==> config.mk <==
export PLATFORM = sky130hd
export DESIGN_NAME = allpass_lowpass_highpass_filter_core_flat
export DESIGN_NICKNAME = d
export VERILOG_FILES = /design/src/apf_pkg.sv /design/src/apf_req_if.sv /design/src/apf_rsp_if.sv /design/src/apf_csr_if.sv /design/src/allpass_lowpass_highpass_filter_core.sv /design/src/apf_mul.sv /design/src/flat_wrapper.sv
export SDC_FILE = /design/constraint.sdc
export NUM_CORES = 1
export LEC_CHECK = 0
export BUFFER_PORTS_ARGS = -buffer_cell sky130_fd_sc_hd__buf_2
export CORE_MARGIN = 2
export CORE_UTILIZATION = 65
export DETAILED_ROUTE_END_ITERATION = 10
export PLACE_DENSITY = 0.85
export REMOVE_ABC_BUFFERS = 1
export SYNTH_ARGS = -nofsm -noshare
export SYNTH_HDL_FRONTEND = slang
export SYNTH_SLANG_ARGS = --single-unit
==> constraint.sdc <==
create_clock -name clock -period 10.1 [get_ports clock]
set_input_delay 0.505 -clock clock [delete_from_list [all_inputs] [get_ports clock]]
set_output_delay 0.505 -clock clock [all_outputs]
set_load 0.1 [all_outputs]
==> src/apf_pkg.sv <==
`timescale 1ns / 1ps
// ----------------------------------------------------------------------------
// Allpass filter package
// Shared widths, register indexes and the sequencer state type for the
// multichannel first-order allpass lowpass/highpass filter.
// ----------------------------------------------------------------------------
package apf_pkg;

   localparam int SAMPLE_W = 16;
   localparam int COEF_W = 16;
   localparam int COUNT_W = 4;
   localparam int CHANNEL_W = 3;
   localparam int DELAY_W = 18;
   localparam int AP_W = 19;
   localparam int PROD_W = COEF_W + AP_W;
   localparam int CSR_INDEX_W = 2;
   localparam int CSR_DATA_W = 16;
   localparam int MAX_CHANNELS_DEFAULT = 8;

   localparam logic [CSR_INDEX_W-1:0] CSR_COEFFICIENT = 2'd0;
   localparam logic [CSR_INDEX_W-1:0] CSR_HIGH_PASS_MODE = 2'd1;
   localparam logic [CSR_INDEX_W-1:0] CSR_CHANNEL_COUNT = 2'd2;

   typedef enum logic [1:0] {
      S_IDLE,
      S_MUL1,
      S_MUL2,
      S_DONE
   } apf_state_type;

endpackage

==> src/apf_req_if.sv <==
`timescale 1ns / 1ps
// ----------------------------------------------------------------------------
// Sample request channel
// Valid/ready channel that carries one input sample per request.
// ----------------------------------------------------------------------------
interface apf_req_if;
   logic                                  valid;
   logic                                  ready;
   logic signed [apf_pkg::SAMPLE_W-1:0]   sample;

   modport source (output valid, output sample, input ready);
   modport sink (input valid, input sample, output ready);
endinterface

==> src/apf_rsp_if.sv <==
`timescale 1ns / 1ps
// ----------------------------------------------------------------------------
// Filtered sample response channel
// Valid/ready channel that carries one filtered sample and its channel.
// ----------------------------------------------------------------------------
interface apf_rsp_if;
   logic                                  valid;
   logic                                  ready;
   logic signed [apf_pkg::SAMPLE_W-1:0]   filtered;
   logic [apf_pkg::CHANNEL_W-1:0]         channel;

   modport source (output valid, output filtered, output channel, input ready);
   modport sink (input valid, input filtered, input channel, output ready);
endinterface

==> src/apf_csr_if.sv <==
`timescale 1ns / 1ps
// ----------------------------------------------------------------------------
// Configuration write channel
// Valid/ready channel that carries a register index and write data.
// ----------------------------------------------------------------------------
interface apf_csr_if;
   logic                                  valid;
   logic                                  ready;
   logic [apf_pkg::CSR_INDEX_W-1:0]       index;
   logic [apf_pkg::CSR_DATA_W-1:0]        data;

   modport source (output valid, output index, output data, input ready);
   modport sink (input valid, input index, input data, output ready);
endinterface

==> src/allpass_lowpass_highpass_filter_core.sv <==
`timescale 1ns / 1ps
// ----------------------------------------------------------------------------
// Multichannel first-order allpass lowpass/highpass filter
// An accepted request passes through S_MUL1, S_MUL2 and S_DONE; the result is
// registered as it leaves S_DONE. A new request is taken only in S_IDLE, after
// the two passes through the single shared multiplier and the delay store access
// in the sequencer. A stalled result holds the sequencer in its last step until it is taken.
// Reset clears the settings, the state, the channel counter and every delay valid flag.
// ----------------------------------------------------------------------------
module allpass_lowpass_highpass_filter_core #(
   parameter int MAX_CHANNELS = apf_pkg::MAX_CHANNELS_DEFAULT
) (
   input  logic       clock,
   input  logic       reset,
   apf_req_if.sink    req_chan,
   apf_rsp_if.source  rsp_chan,
   apf_csr_if.sink    csr_chan
);
   import apf_pkg::*;

   localparam int IW = (MAX_CHANNELS > 1) ? $clog2(MAX_CHANNELS) : 1;
   localparam int MW = $clog2(MAX_CHANNELS + 1);
   localparam int CW = (MW > COUNT_W) ? MW : COUNT_W;
   localparam logic signed [20:0] DELAY_HI = 21'sd131071;
   localparam logic signed [20:0] DELAY_LO = -21'sd131072;
   localparam logic signed [17:0] OUT_HI = 18'sd32767;
   localparam logic signed [17:0] OUT_LO = -18'sd32768;

   apf_state_type state_ff;
   apf_state_type state_in;

   logic signed [COEF_W-1:0]   coef_ff;
   logic                       hpm_ff;
   logic [COUNT_W-1:0]         count_ff;

   logic [IW-1:0]              next_ch_ff;
   logic [IW-1:0]              next_ch_in;
   logic [IW-1:0]              ch_sel;
   logic [IW-1:0]              ch_ff;
   logic [CW-1:0]              count_ext;
   logic [CW-1:0]              count_eff;

   logic signed [SAMPLE_W-1:0] x_ff;
   logic signed [DELAY_W-1:0]  d_ff;
   logic                       d_valid_ff;
   logic signed [DELAY_W-1:0]  d_eff;
   logic signed [AP_W-1:0]     ap_ff;
   logic signed [AP_W-1:0]     ap_in;

   logic signed [DELAY_W-1:0]  delay_mem [MAX_CHANNELS];
   logic [MAX_CHANNELS-1:0]    valid_ff;

   logic                       mul_en;
   logic signed [AP_W-1:0]     mul_b;
   logic signed [PROD_W-1:0]   prod;
   logic signed [PROD_W-1:0]   rnd1;
   logic signed [PROD_W-1:0]   rnd2;
   logic signed [19:0]         r2;
   logic signed [20:0]         nd;
   logic signed [DELAY_W-1:0]  nd_sat;
   logic signed [19:0]         x16;
   logic signed [19:0]         y_rnd;
   logic signed [17:0]         y_q;
   logic signed [SAMPLE_W-1:0] y_sat;

   logic                       req_accept;
   logic                       out_free;
   logic                       finish;

   logic                       rsp_valid_ff;
   logic                       rsp_valid_in;
   logic signed [SAMPLE_W-1:0] rsp_filtered_ff;
   logic [CHANNEL_W-1:0]       rsp_channel_ff;

   assign csr_chan.ready = 1'b1;

   always_ff @(posedge clock) begin
      if (reset) begin
         coef_ff <= '0;
         hpm_ff <= 1'b0;
         count_ff <= COUNT_W'(1);
      end else if (csr_chan.valid) begin
         unique case (csr_chan.index)
            CSR_COEFFICIENT: begin
               coef_ff <= csr_chan.data[COEF_W-1:0];
            end
            CSR_HIGH_PASS_MODE: begin
               hpm_ff <= csr_chan.data[0];
            end
            CSR_CHANNEL_COUNT: begin
               count_ff <= csr_chan.data[COUNT_W-1:0];
            end
            default: begin
            end
         endcase
      end
   end

   always_comb begin
      count_ext = CW'(count_ff);
      if (count_ext == '0) begin
         count_eff = CW'(1);
      end else if (count_ext > CW'(MAX_CHANNELS)) begin
         count_eff = CW'(MAX_CHANNELS);
      end else begin
         count_eff = count_ext;
      end
      ch_sel = (CW'(next_ch_ff) >= count_eff) ? '0 : next_ch_ff;
      next_ch_in = ((CW'(ch_sel) + CW'(1)) >= count_eff) ? '0 : ch_sel + IW'(1);
   end

   assign req_chan.ready = (state_ff == S_IDLE);
   assign req_accept = req_chan.valid && req_chan.ready;
   assign out_free = !rsp_valid_ff || rsp_chan.ready;
   assign finish = (state_ff == S_DONE) && out_free;

   always_ff @(posedge clock) begin
      if (reset) begin
         state_ff <= S_IDLE;
      end else begin
         state_ff <= state_in;
      end
   end

   always_comb begin
      state_in = state_ff;
      mul_en = 1'b0;
      mul_b = {{(AP_W - SAMPLE_W){x_ff[SAMPLE_W-1]}}, x_ff};
      unique case (state_ff)
         S_IDLE: begin
            if (req_accept) begin
               state_in = S_MUL1;
            end
         end
         S_MUL1: begin
            mul_en = 1'b1;
            state_in = S_MUL2;
         end
         S_MUL2: begin
            mul_en = 1'b1;
            mul_b = ap_in;
            state_in = S_DONE;
         end
         S_DONE: begin
            if (out_free) begin
               state_in = S_IDLE;
            end
         end
         default: begin
            state_in = S_IDLE;
         end
      endcase
   end

   apf_mul u_mul (
      .clock   (clock),
      .enable  (mul_en),
      .coef    (coef_ff),
      .operand (mul_b),
      .product (prod)
   );

   always_ff @(posedge clock) begin
      if (reset) begin
         next_ch_ff <= '0;
      end else if (req_accept) begin
         next_ch_ff <= next_ch_in;
      end
   end

   always_ff @(posedge clock) begin
      if (req_accept) begin
         x_ff <= req_chan.sample;
         ch_ff <= ch_sel;
         d_ff <= delay_mem[ch_sel];
         d_valid_ff <= valid_ff[ch_sel];
      end
   end

   always_comb begin
      d_eff = d_valid_ff ? d_ff : '0;
      rnd1 = prod + PROD_W'(8192);
      ap_in = rnd1[32:14] + {d_eff[DELAY_W-1], d_eff};
   end

   always_ff @(posedge clock) begin
      if (state_ff == S_MUL2) begin
         ap_ff <= ap_in;
      end
   end

   always_comb begin
      x16 = {{3{x_ff[SAMPLE_W-1]}}, x_ff, 1'b0};
      rnd2 = prod + PROD_W'(16384);
      r2 = rnd2[34:15];
      nd = {x16[19], x16} - {r2[19], r2};
      if (nd > DELAY_HI) begin
         nd_sat = DELAY_HI[DELAY_W-1:0];
      end else if (nd < DELAY_LO) begin
         nd_sat = DELAY_LO[DELAY_W-1:0];
      end else begin
         nd_sat = nd[DELAY_W-1:0];
      end
      if (hpm_ff) begin
         y_rnd = x16 - {ap_ff[AP_W-1], ap_ff} + 20'sd2;
      end else begin
         y_rnd = x16 + {ap_ff[AP_W-1], ap_ff} + 20'sd2;
      end
      y_q = y_rnd[19:2];
      if (y_q > OUT_HI) begin
         y_sat = OUT_HI[SAMPLE_W-1:0];
      end else if (y_q < OUT_LO) begin
         y_sat = OUT_LO[SAMPLE_W-1:0];
      end else begin
         y_sat = y_q[SAMPLE_W-1:0];
      end
   end

   always_ff @(posedge clock) begin
      if (finish) begin
         delay_mem[ch_ff] <= nd_sat;
      end
   end

   always_ff @(posedge clock) begin
      if (reset) begin
         valid_ff <= '0;
      end else if (finish) begin
         valid_ff[ch_ff] <= 1'b1;
      end
   end

   always_comb begin
      rsp_valid_in = rsp_valid_ff;
      if (finish) begin
         rsp_valid_in = 1'b1;
      end else if (rsp_chan.ready) begin
         rsp_valid_in = 1'b0;
      end
   end

   always_ff @(posedge clock) begin
      if (reset) begin
         rsp_valid_ff <= 1'b0;
      end else begin
         rsp_valid_ff <= rsp_valid_in;
      end
   end

   always_ff @(posedge clock) begin
      if (finish) begin
         rsp_filtered_ff <= y_sat;
         rsp_channel_ff <= CHANNEL_W'(ch_ff);
      end
   end

   assign rsp_chan.valid = rsp_valid_ff;
   assign rsp_chan.filtered = rsp_filtered_ff;
   assign rsp_chan.channel = rsp_channel_ff;

   a_accept_starts: assert property (@(posedge clock) disable iff (reset)
      req_accept |=> (state_ff == S_MUL1))
      else $error("accepted request did not start the multiply sequence");

   a_finish_loads: assert property (@(posedge clock) disable iff (reset)
      finish |=> (rsp_valid_ff && (state_ff == S_IDLE)))
      else $error("finished request did not load the result register");

   a_channel_in_range: assert property (@(posedge clock) disable iff (reset)
      (state_ff != S_IDLE) |-> (CW'(ch_ff) < count_eff))
      else $error("active channel beyond the channel count in use");

endmodule

==> src/apf_mul.sv <==
`timescale 1ns / 1ps
// ----------------------------------------------------------------------------
// Shared multiplier
// Signed coefficient by operand multiplier with a registered product, used
// twice per sample by the filter sequencer.
// ----------------------------------------------------------------------------
module apf_mul (
   input  logic                                clock,
   input  logic                                enable,
   input  logic signed [apf_pkg::COEF_W-1:0]   coef,
   input  logic signed [apf_pkg::AP_W-1:0]     operand,
   output logic signed [apf_pkg::PROD_W-1:0]   product
);
   import apf_pkg::*;

   logic signed [PROD_W-1:0] product_ff;
   logic signed [PROD_W-1:0] product_in;

   always_comb begin
      product_in = PROD_W'(coef) * PROD_W'(operand);
   end

   always_ff @(posedge clock) begin
      if (enable) begin
         product_ff <= product_in;
      end
   end

   assign product = product_ff;

endmodule

==> src/flat_wrapper.sv <==
// flat-port wrapper written by rule: the top's interface ports become plain ports
module allpass_lowpass_highpass_filter_core_flat import apf_pkg::*;
#(
   parameter int MAX_CHANNELS = apf_pkg::MAX_CHANNELS_DEFAULT
)
  (clock, reset, req_chan_valid, req_chan_sample, req_chan_ready, rsp_chan_valid, rsp_chan_filtered, rsp_chan_channel, rsp_chan_ready, csr_chan_valid, csr_chan_index, csr_chan_data, csr_chan_ready);
  apf_req_if req_chan_i ();
  apf_rsp_if rsp_chan_i ();
  apf_csr_if csr_chan_i ();
  input  logic clock;
  input  logic reset;
  input wire logic [$bits(req_chan_i.valid)-1:0] req_chan_valid;
  input wire logic [$bits(req_chan_i.sample)-1:0] req_chan_sample;
  output wire logic [$bits(req_chan_i.ready)-1:0] req_chan_ready;
  output wire logic [$bits(rsp_chan_i.valid)-1:0] rsp_chan_valid;
  output wire logic [$bits(rsp_chan_i.filtered)-1:0] rsp_chan_filtered;
  output wire logic [$bits(rsp_chan_i.channel)-1:0] rsp_chan_channel;
  input wire logic [$bits(rsp_chan_i.ready)-1:0] rsp_chan_ready;
  input wire logic [$bits(csr_chan_i.valid)-1:0] csr_chan_valid;
  input wire logic [$bits(csr_chan_i.index)-1:0] csr_chan_index;
  input wire logic [$bits(csr_chan_i.data)-1:0] csr_chan_data;
  output wire logic [$bits(csr_chan_i.ready)-1:0] csr_chan_ready;
  assign req_chan_i.valid = req_chan_valid;
  assign req_chan_i.sample = req_chan_sample;
  assign req_chan_ready = req_chan_i.ready;
  assign rsp_chan_valid = rsp_chan_i.valid;
  assign rsp_chan_filtered = rsp_chan_i.filtered;
  assign rsp_chan_channel = rsp_chan_i.channel;
  assign rsp_chan_i.ready = rsp_chan_ready;
  assign csr_chan_i.valid = csr_chan_valid;
  assign csr_chan_i.index = csr_chan_index;
  assign csr_chan_i.data = csr_chan_data;
  assign csr_chan_ready = csr_chan_i.ready;
  allpass_lowpass_highpass_filter_core #(.MAX_CHANNELS(MAX_CHANNELS)) u_core (.clock(clock), .reset(reset), .req_chan(req_chan_i), .rsp_chan(rsp_chan_i), .csr_chan(csr_chan_i));
endmodule
# After elaboration in Yosys (flattened, before gate mapping)
# Memories as Yosys holds them, arrays and structs flattened. A register that Yosys moved wholly into a read port is not among the register bits.
# Index checks and enable logic that the tools add are counted.
[op_classes]
add_sub_neg = 10
multipliers = 1
magnitude_cmp = 10
eq_ne = 7
muxes = 22
bitwise_logic = 1
n_reduce_logical = 14
[ops]
columns = ["cell", "count"]
rows = [
  ["18-bit 2-to-1 mux", 3],
  ["20-bit by 2-bit adder with 20-bit output (second input constant)", 2],
  ["35-bit by 16-bit adder with 35-bit output (second input constant)", 1],
  ["16-bit by 19-bit multiplier with 35-bit output", 1],
  ["33-bit by 15-bit adder with 33-bit output (second input constant)", 1],
  ["21-bit by 18-bit > comparator with 1-bit output (second input constant)", 1],
  ["21-bit by 18-bit < comparator with 1-bit output (second input constant)", 1],
  ["17-bit by 20-bit subtractor with 21-bit output", 1],
  ["17-bit by 19-bit adder with 20-bit output", 1],
  ["20-bit 2-to-1 mux", 1],
  ["17-bit by 19-bit subtractor with 20-bit output", 1],
  ["19-bit adder", 1],
  ["19-bit 2-to-1 mux", 1],
  ["18-bit by 16-bit > comparator with 1-bit output (second input constant)", 1],
  ["18-bit by 16-bit < comparator with 1-bit output (second input constant)", 1],
  ["16-bit 2-to-1 mux", 1],
  ["3-bit by 4-bit < comparator with 1-bit output (second input constant)", 2],
  ["4-bit 2-to-1 mux", 2],
  ["8-bit OR", 1],
  ["2-bit one-hot mux with 4 select lines", 1],
  ["2-bit AND reduction", 4],
  ["1-bit 2-to-1 mux", 7],
  ["2-bit == test (second input constant)", 3],
  ["3-bit 2-to-1 mux", 2],
  ["other kinds (19)", 24],
]
[totals]
ff_bits = 128
ram_bits = 144
memories = 1
[memory_table]
columns = ["name", "words", "word_bits", "rd", "rd_ports_with_merged_regs", "write_ports", "line", "rtl"]
rows = [
  ["u_core.delay_mem", 8, 18, 1, 1, 1, "allpass_lowpass_highpass_filter_core.sv:50", "logic signed [DELAY_W-1:0] delay_mem [MAX_CHANNELS];"],
]

# Depth between registers and ports, before layout
# Gate-level depths: netlist of run 1.
[depth]
word_depth = 8
mapped_depth = 37

# Modules after synthesis
# From an unflattened synthesis of run 1, not the netlist that was laid out.
[unflattened]
cells_unflattened = 2862
hier_area_um2 = 27766.6
[by_module_without_submodules]
columns = ["module", "instances", "cells_per_inst", "area_per_inst_um2"]
rows = [
  ["allpass_lowpass_highpass_filter_core", 1, 1551, 15260.9],
  ["apf_mul", 1, 1311, 12505.7],
]

# Least setup slack after synthesis of run 1
# OpenSTA, ideal clock, no wires.
[synth_timing]
kind = "reg-to-reg"
from = "register u_core.u_mul.product_ff[15], in the netlist u_core.u_mul.product[15]"
to = "register u_core.u_mul.product_ff[32], in the netlist u_core.u_mul.product[32] (data pin)"
setup_time_ps = 135
arrival_time_ps = 8612
t_required_ps = 9965
slack_ps = 1353
stages_incl_launch_ff = 36
path_buffers = 1
synth_period_minus_slack_ps = 8747
path_cell_list = "edfxtp_1 -> ha_1 -> and3_1 -> and3_1 -> nand2_1 -> xnor2_1 -> ha_1 -> a21o_1 -> nor3_1 -> o21ai_0 -> nand3_1 -> a21oi_1 -> o41a_1 -> or2_2 -> o311ai_1 -> buf_2 -> nand2_1 -> fa_1 -> fa_1 -> fa_1 -> fa_1 -> inv_1 -> fa_1 -> inv_1 -> fa_1 -> inv_1 -> ha_1 -> a21o_1 -> a21o_1 -> a21oi_1 -> o211ai_1 -> a31oi_1 -> nor4_1 -> o21a_1 -> or4_1 -> nand3_1"
[synth_between]
elab_chain_len = 4
[synth_rtl]
columns = ["element", "line", "rtl"]
rows = [
  ["start, declared", "apf_mul.sv:16", "logic signed [PROD_W-1:0] product_ff;"],
  ["start signal, assigned", "apf_mul.sv:25", "product_ff <= product_in;"],
  ["33-bit by 15-bit adder with 33-bit output", "allpass_lowpass_highpass_filter_core.sv:182", "rnd1 = prod + PROD_W'(8192);"],
  ["19-bit adder", "allpass_lowpass_highpass_filter_core.sv:183", "ap_in = rnd1[32:14] + {d_eff[DELAY_W-1], d_eff};"],
  ["19-bit 2-to-1 mux", "allpass_lowpass_highpass_filter_core.sv:129", "unique case (state_ff)"],
  ["16-bit by 19-bit multiplier with 35-bit output", "apf_mul.sv:20", "product_in = PROD_W'(coef) * PROD_W'(operand);"],
  ["net u_core.u_mul.product_in[32]", "apf_mul.sv:17", "logic signed [PROD_W-1:0] product_in;"],
]
# The timed path passes the listed nets, and every way through them passes these cells.
# A chain may end at the register's enable or synchronous reset.

# Worst setup path after layout of run 1
[layout_timing]
from = "register u_core.u_mul.product_ff[13], in the netlist u_core.u_mul.product[13]"
to = "register u_core.u_mul.product_ff[32], in the netlist u_core.u_mul.product[32] (data pin)"
[layout_between]
elab_chain_len = 4
[layout_rtl]
columns = ["element", "line", "rtl"]
rows = [
  ["33-bit by 15-bit adder with 33-bit output", "allpass_lowpass_highpass_filter_core.sv:182", ""],
  ["19-bit adder", "allpass_lowpass_highpass_filter_core.sv:183", ""],
  ["net u_core.ap_in[12]", "allpass_lowpass_highpass_filter_core.sv:48", "logic signed [AP_W-1:0] ap_in;"],
  ["19-bit 2-to-1 mux", "allpass_lowpass_highpass_filter_core.sv:129", ""],
  ["16-bit by 19-bit multiplier with 35-bit output", "apf_mul.sv:20", ""],
  ["net u_core.u_mul.product_in[32]", "apf_mul.sv:17", ""],
]
# The timed path passes the listed nets, and every way through them passes these cells.

==> results.md, run 1 <==
* Status: completed
* Global-route wire length before repair at 106 mm
* Reg2Reg Setup Slack at 0.55 ns
* Initial antenna violation count at 0
* First-pass DRT Iterations at 5
* Comb pwr share at 0.583
* Fin worst setup slack at 0.550 ns
* Util after Layout at 0.704
* Worst slew margin at 0.200
* Most frequent cell after synthesis: inv_1
* Synthesis-to-finish area growth at 6.92%
* Max frequency at approximately 100 MHz
* Internal at 0.00421 W
* Worst path max stage delay at about 0.56 ns
* GR Overflow Total at 0
* Avg WL per Cell at approximately 20 um
* Yosys reg bits at between 200 and 300
* Worst slack at placement at 0.400 ns
* Maximum clock path buffer count at 3
* Die Width at between 200 and 250 um
* Period utilisation layout at 0.946
* Critical path arrival at 9.99 ns
* Prevailing post-synth register cell: edfxtp_1
* Die footprint at 0.0430 mm^2
* Worst VDD drop at 213 uV
* Synth cell count leaders: inv_1 (418), fa_1 (301), nand2_1 (281)
* # diodes at 0
* Final setup vio count at 0
* Critical path class: reg -> reg
* CTS Buf Count at 30
* Cell Pwr Density at 271 mW/mm^2
* Total track usage at 0.306
* Endpoint class of the critical path: flip-flop
* Initial Util at 0.659
* Clk_lat worst skew at 0.57 ns
* Vias in the first global route at 21000
* Synth top area share at 0.270
* Iter 0 DRT Violations at 1823
* CP Launch Type: flip-flop
* # IOs at 61
* Largest net degree at the start of global routing at 62
* DR DRC count at 0
* Reg2Reg Depth at 32
* Share of cells above drive strength 1 at 0.0923
* HP Class: in -> reg
* Final net count at 3242
* Clock Skews at 0.0177 ns
* Crit-path max FO at 16
* Port Buffers at 59
* CTS H-tree depth at 1
* Worst Path Required at 10.54 ns
* Clock root buffer: clkbuf_16
* Max Transition Viols Final at 0
* Reg-to-Reg End: u_core.u_mul.product[32]
* Hold Slack at 0.117 ns
* Final hold vios at 0
* RePlAce Congestion at roughly 0.96
* Clock transition at the registers of the reported paths at approximately 0.060 ns
* Max cap viols at 0
* RSZ-0062 raised after global routing: yes
* Reg2reg start: u_core.u_mul.product[13]
* TritonCTS clock tree: built
* Hold buffers post-CTS at 0
* Crit path to: u_core.u_mul.product[32]
* Clock Power Share at 0.148
* Vias at 19900
* Clk sinks at 277
* Leak pwr at 12.8 nW
* NetSw at roughly 0.0036 W
* CP startpoint: u_core.u_mul.product[13]
* Final Instance Area at 0.0288 mm^2
* CP most frequent cell: fa_1
* Post-synth cell types at between 70 and 80
* Overall routed net length at 64.9 mm
* ANT nets after route at 0
* Yosys synthesis warning count at 0
* DP HPWL at 48.7 mm
* Top cells by area, synth: edfxtp_1 (27%), fa_1 (22%), ha_1 (9.7%)
* CP max-delay cell: fa_1
* Net Sw Frac at 0.460
* Sequential power share at 0.268
* Die height at 207 um
* Syn avg cell area at 10.0 um^2
* Post-synth ARST share at 0
* Seq/Total Area, Yosys at 0.296
* Crit path time final at between 9 and 10 ns
* Worst slew pin tran at ~1.2 ns
* Row Count at between 70 and 80
* Area leader, netlist: edfxtp_1
* Synth Instances at approximately 2700
* Vias per cell at 6.12
* Core Area at a little over 0.04 mm^2
* Post-DP Area at 0.0277 mm^2
* Post-synth EDFFs at 242
* Synthesized area at 0.0269 mm^2
## layout make-up
type / count / area, um^2
Multi-Input combinational cell: 1881 / 17000
Sequential cell: 277 / 7970
Inverter: 420 / 1580
Timing Repair Buffer: 84 / 483
Clock inverter: 24 / 269
Clock buffer: 32 / 779
Tap cell: 532 / 666
Fill cell: 2823 / 12100
## per-stage QoR
stage               instances  setup TNS, ns  power [W]
floorplan                2578              0    0.00534
global placement         3194              0    0.00631
detailed placement       3194              0    0.00652
CTS                      3250              0    0.00770
global route             3250        -0.0254    0.00830
finish                   3250              0    0.00779
## state kept, by name, summed over array words and instances, names as in the netlist
name and flops:
u_core.delay_mem 144, u_core.u_mul.product 22, u_core.ap_ff 19, u_core.d_ff 18, u_core.coef_ff 16, u_core.rsp_chan.filtered 16, u_core.x_ff 16, u_core.valid_ff 8
u_core.count_ext 4, u_core.ch_ff 3, u_core.next_ch_ff 3, u_core.rsp_chan.channel 3, u_core.state_ff 2, u_core.d_valid_ff 1, u_core.hpm_ff 1, u_core.rsp_chan.valid 1
## critical path: cells and delay by family, from the launching register on
family,cells,cell delay (ns)
AOI/OAI and AO/OA,12,2.62
buffers and inverters,4,0.23
adders and majority gates,10,4.50
xor gates and xnor gates,1,0.17
DFF,1,0.51
muxes,1,0.44
and+or+nand+nor,4,0.94
## routing by layer
layer	routed length [um]	up-vias	global-route usage
met2	31500	1016	0.514
li1	-	8901	-
met1	25400	9818	0.412
met5	0	-	0
met4	2330	0	0.116
met3	5630	168	0.0354
## cell families (layout without fill, tap and decap cells)
kind of cell	after synthesis	count (layout)	synth area share
buf+inv	523	560	0.0736
xor+xnor	126	126	0.0410
compound gates	415	415	0.101
other cells	1	1	0.000139
fa+ha+maj	511	511	0.322
flops	277	277	0.296
mux	80	80	0.0330
simple gates	748	748	0.133
## repair_timing
item                                    CTS  global route
endpoints found under the setup margin    0             7
gates resized for setup                   0             4
buffers inserted                          0             0
## placed cells by master (no fill, tap or decap), types with 11 or more instances in the layout
cell type / Yosys / routed
dfxtp_1: 35 / 33
ha_1: 208 / 207
o21a_1: 23 / 23
buf_2: 3 / 59
nor3_1: 25 / 23
mux2i_1: 11 / 11
inv_1: 418 / 418
and3_1: 17 / 17
buf_4: 1 / 25
fa_1: 301 / 301
and2_1: 134 / 134
a221oi_1: 21 / 21
clkbuf_16: 0 / 31
a21oi_1: 145 / 144
edfxtp_1: 242 / 242
xor2_1: 39 / 39
mux2_2: 69 / 69
o21ai_0: 61 / 61
a211oi_1: 28 / 28
nand3_1: 44 / 44
nor2_1: 151 / 146
nand2_1: 281 / 281
nor2b_1: 24 / 24
a31oi_1: 14 / 13
a21o_1: 38 / 37
xnor2_1: 87 / 87
nand2b_1: 12 / 12
## power groups by stage
stage / clock, W / sequential [W] / combinational [W]
2_1_floorplan: 0 / 0.00214 / 0.00321
6_report: 0.00116 / 0.00209 / 0.00454
3_5_place_dp: 0 / 0.00211 / 0.00441
3_3_place_gp: 0 / 0.00210 / 0.00420
5_1_grt: 0.00120 / 0.00211 / 0.00499
4_1_cts: 0.00116 / 0.00209 / 0.00445
## how the worst min path moves through the flow
stage                                    from                   to  slack [ns]  depth (start not counted)
after floorplan            u_core.valid_ff[7]   u_core.valid_ff[7]        0.43                          2
after global placement     u_core.valid_ff[7]   u_core.valid_ff[7]        0.44                          2
after detailed placement  u_core.count_ext[0]  u_core.count_ext[0]        0.46                          1
after CTS                  req_chan_sample[3]       u_core.x_ff[3]        0.10                          1
after global routing       req_chan_sample[8]       u_core.x_ff[8]        0.10                          1
final                      req_chan_sample[1]       u_core.x_ff[1]        0.12                          1
Power figures use the tool's default switching activity.
==> run 2: changes to the inputs <==
--- a/config.mk
+++ b/config.mk
@@ -9,7 +9,7 @@
 export CORE_MARGIN = 2
 export CORE_UTILIZATION = 65
 export DETAILED_ROUTE_END_ITERATION = 10
-export PLACE_DENSITY = 0.85
+export PLACE_DENSITY_LB_ADDON = 0.12
 export REMOVE_ABC_BUFFERS = 1
 export SYNTH_ARGS = -nofsm -noshare
 export SYNTH_HDL_FRONTEND = slang
==> run 2 against run 1 <==
  * Register-to-register slack worse by 0.03 ns
  * Flip-flop and latch count stayed put
  * Largest cell class unchanged
  * Worst hold slack better by 0.00078 ns
  * Largest power group unchanged
  * Critical endpoint unchanged
==> results.md, run 2 (same netlist as run 1, synthesis figures left out) <==
* Status: completed
* DR DRC count at 0 (unchanged)
* Max frequency at 104 MHz (-0.36%)
* Worst slew pin tran at 1.15 ns (-0.0413 ns)
* Setup bufs post-CTS at 0 (unchanged)
* DP HPWL at 51.5 mm (+5.6%)
* Port Buffers at 59 (unchanged)
* Final setup vio count at 0 (unchanged)
* GR Overflow Total at 0 (unchanged)
* Reg2Reg Depth at 35 (+9.4%)
* Worst path max stage delay at 0.55 ns (about the same)
* Cell Pwr Density at 279 mW/mm^2 (+2.9%)
* Initial Util at 0.659 (unchanged)
* Most frequent cells in the layout: inv_1 (417), fa_1 (301), nand2_1 (281)
* Maximum clock path buffer count at 3 (unchanged)
* Biggest register: u_core.delay_mem
* Row Count at 74 (unchanged)
* Worst Path Required at 10.52 ns (-0.02 ns)
* Clock transition at the registers of the reported paths at 0.05 ns (about the same)
* Worst slew margin at 0.229 (+0.0292)
* Clock Skews at 0.0209 ns (+0.00320 ns)
* Die height at 207 um (unchanged)
* Multi-input logic area at 0.0170 mm^2 (about the same)
* Min-Delay Endpoint: u_core.x_ff[13]
* CP Launch Type: flip-flop
* Synthesis-to-finish area growth at 7.53%
* Reg2reg start: u_core.u_mul.product[14]
* Period utilisation layout at 0.949 (+0.00341)
* Overall routed net length at 67.4 mm (+3.8%)
* Startpoint of the worst hold path: req_chan_sample[13]
* Final hold vios at 0 (unchanged)
* Critical path arrival at 10.01 ns (+0.02 ns)
* Worst slack at placement at 0.420 ns (+0.0200 ns)
* Crit-path max FO at 5 (-11)
* Endpoint class of the critical path: flip-flop
* Total track usage at 0.320 (+0.0140)
* Max Transition Viols Final at 0 (unchanged)
* Final net count at 3247 (+0.15%)
* CP max-delay cell: fa_1
* HP Class: in -> reg
* Die Width at 207 um (unchanged)
* Iter 0 DRT Violations at 1337 (-27%)
* Max cap viols at 0 (unchanged)
* CTS H-tree depth at 2 (+1)
* Critical path class: reg -> reg
* CP most frequent cell: fa_1
* Crit path time final at 9.58 ns (+0.0344 ns)
* Largest register FFs at 144 (unchanged)
* ANT nets after route at 0 (unchanged)
* Worst VDD drop at 190 uV (-11%)
* Reg area at 0.00797 mm^2 (unchanged)
* # IOs at 61 (unchanged)
* Share of cells above drive strength 1 at 0.0925 (+0.000198)
* Most common cell after layout, fill and taps aside: inv_1
* Fillers at 2979 (+5.5%)
* Vias per cell at 5.96 (-2.7%)
* # diodes at 0 (unchanged)
* Vias at 19400 (-2.5%)
* Clock root buffer: clkbuf_16
* Hold Crit Depth at 1 (unchanged)
* TritonCTS clock tree: built
* Fin worst setup slack at 0.515 ns (-0.0344 ns)
* RePlAce Congestion at 0.929 (-3.6%)
* Clk sinks at 277 (unchanged)
* Largest net degree at the start of global routing at 63 (+1.6%)
* Core Area at 0.0408 mm^2 (unchanged)
* Die footprint at 0.0430 mm^2 (unchanged)
* Leak pwr at 12.8 nW (+0.56%)
* First-pass DRT Iterations at 7 (+2)
* Avg WL per Cell at 20.7 um (+3.7%)
* Reg-to-Reg End: u_core.u_mul.product[32]
* CTS Buf Count at 35 (+17%)
* Clk_lat worst skew at 0.56 ns (about the same)
* Vias in the first global route at 20400 (-3.2%)
* Reg2Reg Setup Slack at 0.52 ns (-0.03 ns)
* Global-route wire length before repair at 108 mm (+2.0%)
* Setup TNS at 0 ns (unchanged)
* Initial antenna violation count at 0 (unchanged)
[run 2: cell types whose count changed in the layout (fill, tap and decap cells not counted), moves of 2 or more]
cell / change
clkbuf_16: +4
nor2_2: -2
inv_8: -2
clkinv_2: -2
inv_16: +2
clkbuf_1: +5
nor2_1: +2
clkinv_1: -2
[run 2: critical path, delay by kind of cell, from the launching register on]
kind / cells / cell delay (ns)
flip-flops: 1 / 0.46
XOR/XNOR: 1 / 0.13
adder cells (fa/ha/maj): 9 / 3.87
AO/OA/AOI/OAI: 11 / 2.63
AND/OR/NAND/NOR: 10 / 2.11
buffers and inverters: 4 / 0.23
[run 2: per-layer routing]
metal | track usage | wire (um) | vias up
met1 | 0.416 | 27800 | 9599
met4 | 0.112 | 2170 | 0
met3 | 0.0551 | 4560 | 139
li1 | - | - | 8897
met2 | 0.545 | 32900 | 767
met5 | 0 | 0 | -
[run 2: where the power goes]
part	switching, W	internal (W)	leakage [nW]
clock network	0.000506	0.000807	0.585
logic	0.00306	0.00160	9.75
registers	0.000169	0.00193	2.50
[run 2: per-stage QoR]
step / power [W] / hold slack (ns) / std cells / utilization / instance area (um^2)
floorplan: 0.00534 / 0.435 / 2578 / - / 26500
global placement: 0.00652 / 0.445 / 3194 / 0.678 / 27700
detailed placement: 0.00666 / 0.459 / 3194 / 0.678 / 27700
CTS: 0.00800 / 0.0904 / 3255 / 0.707 / 28900
global route: 0.00861 / 0.102 / 3255 / 0.708 / 28900
finish: 0.00807 / 0.117 / 3255 / 0.708 / 28900
[run 2: cell type report]
type | count | share of cell area
clock buffers | 42 | 0.0315
clock inverters | 19 | 0.00995
inverters | 420 | 0.0545
multi-input cells | 1881 | 0.589
flip-flops and latches | 277 | 0.276
well taps | 532 | 0.0230
repair buffers | 84 | 0.0167
[run 2: timing repair]
item | CTS | global route
gates resized for setup | 0 | 5
endpoints found under the setup margin | 0 | 7
hold buffers | 0 | 0
hold endpoints to repair | 0 | 0
[run 2: worst max-delay path by stage]
stage | startpoint | to | slack (ns)
5_1_grt | u_core.u_mul.product[13] | u_core.u_mul.product[32] | -0.02
2_1_floorplan | u_core.u_mul.product[15] | u_core.u_mul.product[32] | 0.94
6_report | u_core.u_mul.product[14] | u_core.u_mul.product[32] | 0.52
3_5_place_dp | u_core.u_mul.product[13] | u_core.u_mul.product[32] | 0.42
4_1_cts | u_core.u_mul.product[13] | u_core.u_mul.product[32] | 0.34
3_3_place_gp | u_core.u_mul.product[13] | u_core.u_mul.product[32] | 0.62
